--- src/sv/rsa_pkg.sv ---
`default_nettype none

package rsa_pkg;

  // widths of the stream fields, fixed by the interface
  localparam int unsigned SAMPLE_W    = 32;
  localparam int unsigned PART_CNT_W  = 40;
  localparam int unsigned SUM_W       = 64;
  localparam int unsigned OUT_COUNT_W = 40;
  localparam int unsigned OP_W        = 2;

  localparam int unsigned IN_DATA_W  = 264;
  localparam int unsigned IN_USER_W  = 3;
  localparam int unsigned OUT_DATA_W = 240;

  // operation codes carried in the low bits of in_tuser
  localparam logic [OP_W-1:0] OP_ADD   = 2'd0;
  localparam logic [OP_W-1:0] OP_MERGE = 2'd1;
  localparam logic [OP_W-1:0] OP_CLEAR = 2'd2;

  typedef struct packed {
    logic [OP_W-1:0]              op;
    logic                         sample_valid;
    logic signed [SAMPLE_W-1:0]   sample;
    logic [PART_CNT_W-1:0]        part_count;
    logic signed [SUM_W-1:0]      part_sum;
    logic signed [SAMPLE_W-1:0]   part_min;
    logic signed [SAMPLE_W-1:0]   part_max;
    logic [SUM_W-1:0]             part_sumsq;
  } item_t;

  // item after the square stage: sample is sign-extended, sq is its scaled square
  typedef struct packed {
    item_t            item;
    logic [SUM_W-1:0] sq;
  } sq_item_t;

endpackage

`default_nettype wire

--- src/sv/rsa_square.sv ---
`default_nettype none

module rsa_square #(
  parameter int unsigned SAMPLE_BITS = 32,
  parameter int unsigned FRAC_BITS   = 16
) (
  input  wire logic              clk,
  input  wire logic              rst_n,
  input  wire logic              in_valid,
  output logic                   in_ready,
  input  wire rsa_pkg::item_t    in_item,
  output logic                   out_valid,
  input  wire logic              out_ready,
  output rsa_pkg::sq_item_t      out_item
);

  localparam int unsigned PROD_W = 2 * SAMPLE_BITS;

  logic              s1_v_r;
  logic              s1_v_nxt;
  rsa_pkg::item_t    s1_r;
  logic              s2_v_r;
  logic              s2_v_nxt;
  rsa_pkg::sq_item_t s2_r;
  rsa_pkg::sq_item_t s2_nxt;

  logic                   s1_adv;
  logic                   s2_adv;
  logic [SAMPLE_BITS-1:0] raw;
  logic [SAMPLE_BITS-1:0] mag;
  logic [PROD_W-1:0]      prod;

  assign s2_adv   = !s2_v_r || out_ready;
  assign s1_adv   = !s1_v_r || s2_adv;
  assign in_ready = s1_adv;

  assign s1_v_nxt = s1_adv ? in_valid : s1_v_r;
  assign s2_v_nxt = s2_adv ? s1_v_r : s2_v_r;

  // only the low SAMPLE_BITS of the sample count, sign-extended
  assign raw  = s1_r.sample[SAMPLE_BITS-1:0];
  assign mag  = raw[SAMPLE_BITS-1] ? (~raw + 1'b1) : raw;
  assign prod = PROD_W'(mag) * PROD_W'(mag);

  always_comb begin
    s2_nxt             = '0;
    s2_nxt.item        = s1_r;
    s2_nxt.item.sample = rsa_pkg::SAMPLE_W'($signed(raw));
    s2_nxt.sq          = rsa_pkg::SUM_W'(prod >> FRAC_BITS);
  end

  always_ff @(posedge clk) begin
    if (!rst_n) begin
      s1_v_r <= 1'b0;
      s2_v_r <= 1'b0;
    end else begin
      s1_v_r <= s1_v_nxt;
      s2_v_r <= s2_v_nxt;
    end
  end

  always_ff @(posedge clk) begin
    if (s1_adv) begin
      s1_r <= in_item;
    end
    if (s2_adv) begin
      s2_r <= s2_nxt;
    end
  end

  assign out_valid = s2_v_r;
  assign out_item  = s2_r;

endmodule

`default_nettype wire

--- src/sv/rsa_accum.sv ---
`default_nettype none

module rsa_accum #(
  parameter int unsigned COUNT_BITS = 40
) (
  input  wire logic                               clk,
  input  wire logic                               rst_n,
  input  wire logic                               in_valid,
  output logic                                    in_ready,
  input  wire rsa_pkg::sq_item_t                  in_item,
  output logic                                    out_valid,
  input  wire logic                               out_ready,
  output logic [rsa_pkg::OUT_COUNT_W-1:0]         total_count,
  output logic signed [rsa_pkg::SUM_W-1:0]        total_sum,
  output logic [rsa_pkg::SUM_W-1:0]               total_sumsq,
  output logic signed [rsa_pkg::SAMPLE_W-1:0]     lowest,
  output logic signed [rsa_pkg::SAMPLE_W-1:0]     highest,
  output logic                                    overflowed
);

  localparam int unsigned SW     = rsa_pkg::SUM_W;
  localparam int unsigned VW     = rsa_pkg::SAMPLE_W;
  localparam int unsigned WIDE_C =
    (COUNT_BITS > rsa_pkg::OUT_COUNT_W) ? COUNT_BITS : rsa_pkg::OUT_COUNT_W;
  localparam int unsigned CSUM_W = WIDE_C + 1;

  logic                   out_v_r;
  logic                   out_v_nxt;
  logic [COUNT_BITS-1:0]  cnt_r;
  logic [COUNT_BITS-1:0]  cnt_nxt;
  logic signed [SW-1:0]   sum_r;
  logic signed [SW-1:0]   sum_nxt;
  logic [SW-1:0]          sumsq_r;
  logic [SW-1:0]          sumsq_nxt;
  logic signed [VW-1:0]   min_r;
  logic signed [VW-1:0]   min_nxt;
  logic signed [VW-1:0]   max_r;
  logic signed [VW-1:0]   max_nxt;
  logic                   sat_r;
  logic                   sat_nxt;

  logic                   land;
  rsa_pkg::item_t         it;
  logic                   is_add;
  logic                   empty;
  logic [CSUM_W-1:0]      cnt_lim;
  logic [CSUM_W-1:0]      cnt_sum;
  logic                   cnt_ovf;
  logic [COUNT_BITS-1:0]  cnt_new;
  logic signed [SW-1:0]   sum_opnd;
  logic signed [SW-1:0]   sum_raw;
  logic                   sum_ovf;
  logic signed [SW-1:0]   sum_new;
  logic [SW-1:0]          sumsq_opnd;
  logic [SW:0]            sumsq_raw;
  logic [SW-1:0]          sumsq_new;

  assign in_ready = !out_v_r || out_ready;
  assign land     = in_valid && in_ready;
  assign it       = in_item.item;
  assign is_add   = (it.op == rsa_pkg::OP_ADD);
  assign empty    = (cnt_r == '0);

  // count: one for a sample, the partial's count for a merge
  assign cnt_lim = CSUM_W'({COUNT_BITS{1'b1}});
  assign cnt_sum = CSUM_W'(cnt_r)
                 + (is_add ? CSUM_W'(1'b1) : CSUM_W'(it.part_count));
  assign cnt_ovf = (cnt_sum > cnt_lim);
  assign cnt_new = cnt_ovf ? {COUNT_BITS{1'b1}} : COUNT_BITS'(cnt_sum);

  assign sum_opnd = is_add ? SW'(it.sample) : it.part_sum;
  assign sum_raw  = sum_r + sum_opnd;
  assign sum_ovf  = (sum_r[SW-1] == sum_opnd[SW-1]) && (sum_raw[SW-1] != sum_r[SW-1]);
  assign sum_new  = !sum_ovf ? sum_raw
                  : (sum_r[SW-1] ? {1'b1, {(SW-1){1'b0}}} : {1'b0, {(SW-1){1'b1}}});

  assign sumsq_opnd = is_add ? in_item.sq : it.part_sumsq;
  assign sumsq_raw  = {1'b0, sumsq_r} + {1'b0, sumsq_opnd};
  assign sumsq_new  = sumsq_raw[SW] ? {SW{1'b1}} : sumsq_raw[SW-1:0];

  always_comb begin
    out_v_nxt = in_ready ? in_valid : out_v_r;
    cnt_nxt   = cnt_r;
    sum_nxt   = sum_r;
    sumsq_nxt = sumsq_r;
    min_nxt   = min_r;
    max_nxt   = max_r;
    sat_nxt   = sat_r;
    if (land) begin
      unique case (it.op)
        rsa_pkg::OP_ADD: begin
          if (it.sample_valid) begin
            cnt_nxt   = cnt_new;
            sum_nxt   = sum_new;
            sumsq_nxt = sumsq_new;
            sat_nxt   = sat_r | cnt_ovf | sum_ovf | sumsq_raw[SW];
            if (empty) begin
              min_nxt = it.sample;
              max_nxt = it.sample;
            end else begin
              if (it.sample < min_r) min_nxt = it.sample;
              if (it.sample > max_r) max_nxt = it.sample;
            end
          end
        end
        rsa_pkg::OP_MERGE: begin
          cnt_nxt   = cnt_new;
          sum_nxt   = sum_new;
          sumsq_nxt = sumsq_new;
          sat_nxt   = sat_r | cnt_ovf | sum_ovf | sumsq_raw[SW];
          // an empty partial brings no extremes
          if (it.part_count != '0) begin
            if (empty) begin
              min_nxt = it.part_min;
              max_nxt = it.part_max;
            end else begin
              if (it.part_min < min_r) min_nxt = it.part_min;
              if (it.part_max > max_r) max_nxt = it.part_max;
            end
          end
        end
        rsa_pkg::OP_CLEAR: begin
          cnt_nxt   = '0;
          sum_nxt   = '0;
          sumsq_nxt = '0;
          min_nxt   = '0;
          max_nxt   = '0;
          sat_nxt   = 1'b0;
        end
        default: begin
        end
      endcase
    end
  end

  always_ff @(posedge clk) begin
    if (!rst_n) begin
      out_v_r <= 1'b0;
      cnt_r   <= '0;
      sum_r   <= '0;
      sumsq_r <= '0;
      min_r   <= '0;
      max_r   <= '0;
      sat_r   <= 1'b0;
    end else begin
      out_v_r <= out_v_nxt;
      cnt_r   <= cnt_nxt;
      sum_r   <= sum_nxt;
      sumsq_r <= sumsq_nxt;
      min_r   <= min_nxt;
      max_r   <= max_nxt;
      sat_r   <= sat_nxt;
    end
  end

  assign out_valid   = out_v_r;
  assign total_count = (CSUM_W'(cnt_r) > CSUM_W'({rsa_pkg::OUT_COUNT_W{1'b1}}))
                     ? {rsa_pkg::OUT_COUNT_W{1'b1}} : rsa_pkg::OUT_COUNT_W'(cnt_r);
  assign total_sum   = sum_r;
  assign total_sumsq = sumsq_r;
  assign lowest      = empty ? '0 : min_r;
  assign highest     = empty ? '0 : max_r;
  assign overflowed  = sat_r;

  a_clear_zeroes: assert property (@(posedge clk) disable iff (!rst_n)
    land && (it.op == rsa_pkg::OP_CLEAR) |=> (cnt_r == '0) && !sat_r && (sum_r == '0))
    else $error("clear beat did not zero the aggregate");

  a_sat_sticky: assert property (@(posedge clk) disable iff (!rst_n)
    sat_r && !(land && (it.op == rsa_pkg::OP_CLEAR)) |=> sat_r)
    else $error("saturation flag dropped without a clear");

  a_hold_idle: assert property (@(posedge clk) disable iff (!rst_n)
    !land |=> $stable(cnt_r) && $stable(sum_r) && $stable(sumsq_r))
    else $error("aggregate changed with no beat landing");

  a_count_grows: assert property (@(posedge clk) disable iff (!rst_n)
    land && is_add && it.sample_valid && !cnt_ovf |=> (cnt_r == $past(cnt_new)) && !empty)
    else $error("sample beat did not advance the count");

endmodule

`default_nettype wire

--- src/sv/running_stats_accumulator_unit.sv ---
`default_nettype none

// Running statistics over a stream of signed Q16.16 samples: count, sum, sum of
// squares, minimum and maximum. Each input beat (op in in_tuser: add sample,
// merge partial aggregate, clear) returns one output beat with the aggregate as
// it stands after that beat. Count and sums saturate and set the sticky
// overflowed flag; clear resets it. The block takes one beat every cycle unless
// the output stalls with all stages full; a beat passes an input register, the
// square stage (one SAMPLE_BITS x SAMPLE_BITS multiply) and the accumulate stage,
// whose registered aggregate is held as the output beat until out_tready is high,
// and a stalled output holds the pipeline back only once all three stages are full.
module running_stats_accumulator_unit #(
  parameter int unsigned SAMPLE_BITS = 32,
  parameter int unsigned FRAC_BITS   = 16,
  parameter int unsigned COUNT_BITS  = 40
) (
  input  wire logic                              clk,
  input  wire logic                              rst_n,
  input  wire logic                              in_tvalid,
  output logic                                   in_tready,
  // sample, part_count, part_sum, part_min, part_max, part_sumsq
  input  wire logic [rsa_pkg::IN_DATA_W-1:0]     in_tdata,
  // op, sample_valid
  input  wire logic [rsa_pkg::IN_USER_W-1:0]     in_tuser,
  output logic                                   out_tvalid,
  input  wire logic                              out_tready,
  // total_count, total_sum, total_sumsq, lowest, highest, overflowed, zero pad
  output logic [rsa_pkg::OUT_DATA_W-1:0]         out_tdata
);

  rsa_pkg::item_t    in_item;
  rsa_pkg::sq_item_t sq_item;
  logic              sq_valid;
  logic              sq_ready;

  logic [rsa_pkg::OUT_COUNT_W-1:0]     total_count;
  logic signed [rsa_pkg::SUM_W-1:0]    total_sum;
  logic [rsa_pkg::SUM_W-1:0]           total_sumsq;
  logic signed [rsa_pkg::SAMPLE_W-1:0] lowest;
  logic signed [rsa_pkg::SAMPLE_W-1:0] highest;
  logic                                overflowed;

  always_comb begin
    in_item.op           = in_tuser[1:0];
    in_item.sample_valid = in_tuser[2];
    in_item.sample       = in_tdata[31:0];
    in_item.part_count   = in_tdata[71:32];
    in_item.part_sum     = in_tdata[135:72];
    in_item.part_min     = in_tdata[167:136];
    in_item.part_max     = in_tdata[199:168];
    in_item.part_sumsq   = in_tdata[263:200];
  end

  rsa_square #(
    .SAMPLE_BITS(SAMPLE_BITS),
    .FRAC_BITS  (FRAC_BITS)
  ) u_square (
    .clk      (clk),
    .rst_n    (rst_n),
    .in_valid (in_tvalid),
    .in_ready (in_tready),
    .in_item  (in_item),
    .out_valid(sq_valid),
    .out_ready(sq_ready),
    .out_item (sq_item)
  );

  rsa_accum #(
    .COUNT_BITS(COUNT_BITS)
  ) u_accum (
    .clk        (clk),
    .rst_n      (rst_n),
    .in_valid   (sq_valid),
    .in_ready   (sq_ready),
    .in_item    (sq_item),
    .out_valid  (out_tvalid),
    .out_ready  (out_tready),
    .total_count(total_count),
    .total_sum  (total_sum),
    .total_sumsq(total_sumsq),
    .lowest     (lowest),
    .highest    (highest),
    .overflowed (overflowed)
  );

  assign out_tdata = {7'b0, overflowed, highest, lowest, total_sumsq, total_sum, total_count};

endmodule

`default_nettype wire
--- config.mk ---
export PLATFORM = sky130hd
export DESIGN_NAME = running_stats_accumulator_unit
export DESIGN_NICKNAME = d
export VERILOG_FILES = /design/src/sv/rsa_pkg.sv /design/src/sv/rsa_square.sv /design/src/sv/rsa_accum.sv /design/src/sv/running_stats_accumulator_unit.sv
export SDC_FILE = /design/constraint.sdc
export NUM_CORES = 2
export LEC_CHECK = 0
export BUFFER_PORTS_ARGS = -buffer_cell sky130_fd_sc_hd__buf_2
export CORE_MARGIN = 1.5
export CORE_UTILIZATION = 35
export DETAILED_ROUTE_END_ITERATION = 10
export MAX_ROUTING_LAYER = met4
export SYNTH_ARGS = -nofsm -noshare
export SYNTH_HDL_FRONTEND = slang
export SYNTH_HIERARCHICAL = 1
export SYNTH_SLANG_ARGS = --single-unit
export TNS_END_PERCENT = 10
--- constraint.sdc ---
create_clock -name clk -period 10 [get_ports clk]
set_input_delay 1 -clock clk [delete_from_list [all_inputs] [get_ports clk]]
set_output_delay 1 -clock clk [all_outputs]
set_load 0.02 [all_outputs]
# After elaboration in Yosys (flattened, before gate mapping)
# Index checks and enable logic that the tools add are counted.
[classes] n_addsub=4 n_mul=1 n_lt_le_gt_ge=5 eq_ne=10 n_mux=32 bitwise_logic=4 n_reduce_logical=15
[op_table] operator="$mux 32" n=15
[op_table] operator="$mux 64" n=7
[op_table] operator="$pmux 64 s3" n=2
[op_table] operator="$pmux 32 s3" n=2
[op_table] operator="$mux 40" n=3
[op_table] operator="$pmux 40 s3" n=1
[op_table] operator="$add 64x64->65" n=1
[op_table] operator="$add 64x64->64" n=1
[op_table] operator="$gt 32x32->1" n=2
[op_table] operator="$lt 32x32->1" n=2
[op_table] operator="$mul 32x32->64" n=1
[op_table] operator="$add 40x41->41" n=1
[op_table] operator="$gt 41x40->1 const B" n=1
[op_table] operator="$logic_not 40->1" n=1
[op_table] operator="$reduce_bool 40->1" n=1
[op_table] operator="$add 32x1->32 const B" n=1
[op_table] operator="$not 32->32" n=1
[op_table] operator="$reduce_and 6->1" n=2
[op_table] operator="$ne 3x1->1 const B" n=2
[op_table] operator="$ne 3x3->1 const B" n=2
[op_table] operator="$logic_not 1->1" n=3
[op_table] operator="$logic_or 1x1->1" n=3
[op_table] operator="$or 1x1->1" n=3
[op_table] operator="$pmux 1 s3" n=1
[op_table] operator="other kinds (11)" n=12
[word_totals] register_bits=818 input_bits=271 out_inout_bits=242 wordCells=97

# Longest topological paths before layout
[logic_depth] ltp_word=9 mapped_depth=37 ltp_nobuf=34

# By module
# The synthesis kept the hierarchy.
[modules_own_cells] mod="rsa_square" n_inst=1 cells_per_inst=3821 area_each_um2=46687.3 seq_area_each_um2=17516.8
[modules_own_cells] mod="rsa_accum" n_inst=1 cells_per_inst=3218 area_each_um2=24345.8 seq_area_each_um2=4684.5
[modules_own_cells] mod="running_stats_accumulator_unit" n_inst=1 cells_per_inst=9 area_each_um2=63.8 seq_area_each_um2=0.0

# Worst setup path after synthesis
# OpenSTA, ideal clock, no wires.
[synth_timing] path_kind="register to register" start="reg u_square.s1_r, in the netlist u_square/raw[0]" end="reg u_square.s2_r, in the netlist u_square/out_item[45], data pin" setup_ps=265 t_arrival_ps=9206 required_ps=9735 setup_slack_ps=529 stages_incl_launch_ff=34 path_buffers=4 synth_period_minus_slack_ps=9471 cell_sequence="edfxtp_1 clkinv_1 clkbuf_1 ha_1 nand2b_1 or3_1 clkbuf_1 o21a_1 a21oi_1 xnor2_1 clkinv_1 clkbuf_1 nor2_1 fa_1 fa_1 inv_1 fa_1 fa_1 inv_1 fa_1 fa_1 fa_1 fa_1 ha_1 clkbuf_1 a21o_1 o21bai_1 a221oi_1 nand4_1 o211ai_1 nand2_1 a41oi_1 o21ai_0 xor2_1"
[synth_via] elab_chain_cells=4
[synth_lines] element="from (decl)" line_no="rsa_square.sv:21" source="rsa_pkg::item_t s1_r;"
[synth_lines] element="from (signal assigned)" line_no="rsa_square.sv:64" source="s1_r <= in_item;"
[synth_lines] element="$not 32->32" line_no="rsa_square.sv:42" source="assign mag = raw[SAMPLE_BITS-1] ? (~raw + 1'b1) : raw;"
[synth_lines] element="$add 32x1->32" line_no="rsa_square.sv:42"
[synth_lines] element="$mux 32 *" line_no="rsa_square.sv:42"
[synth_lines] element="$mul 32x32->64 *" line_no="rsa_square.sv:43" source="assign prod = PROD_W'(mag) * PROD_W'(mag);"
[synth_lines] element="named net u_square.prod[61]" line_no="rsa_square.sv:31" source="logic [PROD_W-1:0] prod;"
[synth_lines] element="to (signal assigned)" line_no="rsa_square.sv:67" source="s2_r <= s2_nxt;"
[synth_lines] element="to (decl)" line_no="rsa_square.sv:24" source="rsa_pkg::sq_item_t s2_r;"
# Mark *: on every way through the listed nets, which the timed path passes. The rest lies on a longest branch.
# A chain may end at the register's enable or synchronous reset.

# Final worst setup path
[layout_timing] start="reg u_square.s1_r, in the netlist u_square/raw[9]" end="reg u_square.s2_r, in the netlist u_square/out_item[20], data pin"
# Same word-level chain as after synthesis.

==> metrics.cfg <==
[yosys]
synth_compound_area_share_pct = 12.8
netlist_top_cells_area = edfxtp_1, fa_1, ha_1, dfxtp_1, inv_1
synth_xor_area_share_pct = 3.15
yosysWarnings = 6
synth_top_area_share_pct = 24.6
synthSimpleGateAreaFrac_pct = 10.3
ys_ff_latch = 818
synthMuxAreaShare_pct = 1.60
syn_area_um2 = 71100
syn_area_per_cell_um2 = 10.1
seq_area_frac_synth_pct = 31.2
synth_cell_type_count = 106
synth_top_family_by_area = adder cells
yosysTopAreaCell = edfxtp_1
synth_cells = 7048
synth_fa_ha_area_share_pct = 32.6
synthFlopType = edfxtp_1
synthArstFlopShare_pct = 0
synth_edf_count = 582

[setup_path]
crit_type = reg -> reg
required_ps = 10460
critical_path.endpoint_type = flip-flop
worstRegToRegCells = 34
cpMostUsedCell = fa_1
cpPeakStageDelay_ps = 570
crit_slowest_cell = fa_1
crit_arrival_ps = 10160
reg2reg_setup_slack_ps = 300
path_max_fanout = 10
r2r_start = u_square/raw[9]
r2r-end = u_square/out_item[20]
start_kind = flip-flop

[floorplanning]
chipHeight_um = 454
initial_utilization_pct = 35.2
core_area_um2 = 202000
die_w_um = 454
pin_count = 513
rows = 165
dieArea_um2 = 206000

[detailed_routing]
drc = 0
ant_nets = 0
drt_iter0_drc = 4417
via_per_inst = 5.19
first_pass_iters = 6
vias = 53700
avgRoutedWirePerCell_um = 22.9
totalWireLength_um = 237000

[grt]
grt_pass1_vias = 56000
track_usage_pct = 23.5
antenna_found_initial = 8
grt_max_degree = 152
overflow = 0
grt_pass1_wl_um = 353000

[finish]
area_growth_pct = 13.7
final_core_util_pct = 40.0
final_cell_mix = inv_1, fa_1, nand2_1
fin_nets = 9228
final_common_cell = inv_1
layout-drive-gt1-share_pct = 14.4

[timing]
drv_slew = 0
setup_viol = 0
tightest_slew_ps = 1160
finalCritPeriodShare_pct = 97.0
fin_crit_ps = 9700
relSlewSlack_pct = 21.9
max_freq_mhz = 103
clock-skew-final_ps = 39.8
hold_viol_final = 0
tns_ps = 0
rsz0062_at_grt = true

[min_path]
min_from = u_square/s1_r[94]
hold_end = u_square/out_item[158]
worstHoldPathType = reg -> reg
holdPathStages = 0

[clocking]
path_clk_slew_ps = 60
cts_buffers = 85
postCtsHoldBufs = 0
clock_sinks = 818
tritoncts = built
root_buffer = clkbuf_16
cts_buffer_depth = 3
worstSkewPairLatency_ps = 740
h-tree-depth = 3

[placed_design]
numPortBuffers = 505
gp_congestion = 0.998
hpwlAfterDp_um = 189000

[job]
cap_viol_max_count = 0

[outcome]
status = finished clean

[worst max-delay path: cells and delay by family, from the launching register on]
family	cells	cell delay (ps)
AO/OA/AOI/OAI	6	970
XOR/XNOR	2	290
adder cells (fa/ha/maj)	9	4350
buffers and inverters	9	1140
flip-flops	1	380
AND/OR/NAND/NOR	8	2320
[per-layer routing]
| metal | track usage (%) | up-vias | routed length, µm |
|---|---|---|---|
| li1 | - | 24500 | - |
| met1 | 28.7 | 26900 | 97100 |
| met2 | 38.4 | 1826 | 113000 |
| met3 | 2.99 | 448 | 13300 |
| met4 | 11.6 | 0 | 13400 |
| met5 | - | - | 0 |
[state kept, by name, summed over array words and instances (netlist names)]
name,flops
u_square/raw,32
u_accum/total_count,40
u_square/out_item,315
u_accum/overflowed,1
u_square/out_valid,1
u_accum/max_r,32
u_accum/total_sumsq,64
u_square/s1_v_r,1
u_accum/total_sum,64
u_square/s1_r,235
u_accum/out_valid,1
u_accum/min_r,32
[how the worst max path moves through the flow]
stage | from | end | slack (ps) | cells after the start
finish | u_square/raw[9] | u_square/out_item[20] | 300 | 34
global route | u_square/raw[5] | u_square/out_item[45] | -50 | 30
CTS | u_square/raw[5] | u_square/out_item[45] | 20 | 32
detailed placement | u_square/raw[5] | u_square/out_item[45] | 60 | 32
global placement | u_square/raw[5] | u_square/out_item[45] | 130 | 34
floorplan | u_square/raw[0] | u_square/out_item[45] | 530 | 33
[cell families (layout without fill, tap and decap cells)]
family,after synthesis,after routing
flops,818,818
other cells,3,53
fa+ha+maj,1374,1374
simple gates,1621,1621
buf+inv,1502,2064
compound gates,1373,1373
xor+xnor,255,255
mux,102,102
[synth_stat cells (33+ instances only)]
cell type	count
mux2_2	96
edfxtp_1	582
a31oi_1	45
a21o_1	185
and2_1	33
o21ai_0	268
nor2b_1	107
inv_1	1175
buf_2	34
clkbuf_1	233
a311oi_1	37
fa_1	797
o21bai_1	36
nand4_1	74
o21ai_1	86
a21oi_1	463
nor2_1	457
xnor2_1	152
nand2_1	649
ha_1	577
nand3_1	57
dfxtp_1	236
xor2_1	102
nor3_1	78
[metrics by stage]
| step | std cells | cell area (µm²) | hold slack, ps | setup slack [ps] |
|---|---|---|---|---|
| global placement | 10200 | 77500 | 403 | 129 |
| finish | 10300 | 80900 | 408 | 304 |
| detailed placement | 10200 | 77500 | 405 | 59.6 |
| global route | 10300 | 80900 | 410 | -54.9 |
| floorplan | 7093 | 71300 | 400 | 529 |
| CTS | 10300 | 80500 | 387 | 20.0 |
[final cells by class]
class | count | area [µm²]
inverter | 1190 | 4490
multi-input combinational | 4773 | 43600
fill | 19800 | 121000
sequential | 818 | 22200
antenna | 5 | 12.5
clock inverter | 56 | 761
tap | 2672 | 3340
timing repair buffer | 715 | 4210
clock buffer | 103 | 2260
[timing repair]
action,in CTS,in global routing
endpoints found under the hold margin,0,0
buffers inserted,0,6
gates resized for setup,0,56
endpoints found under the setup margin,0,23
Power is left out: the tool's default activity adds up to more than one toggle a clock period on the data nets, which glitch-free logic cannot reach.
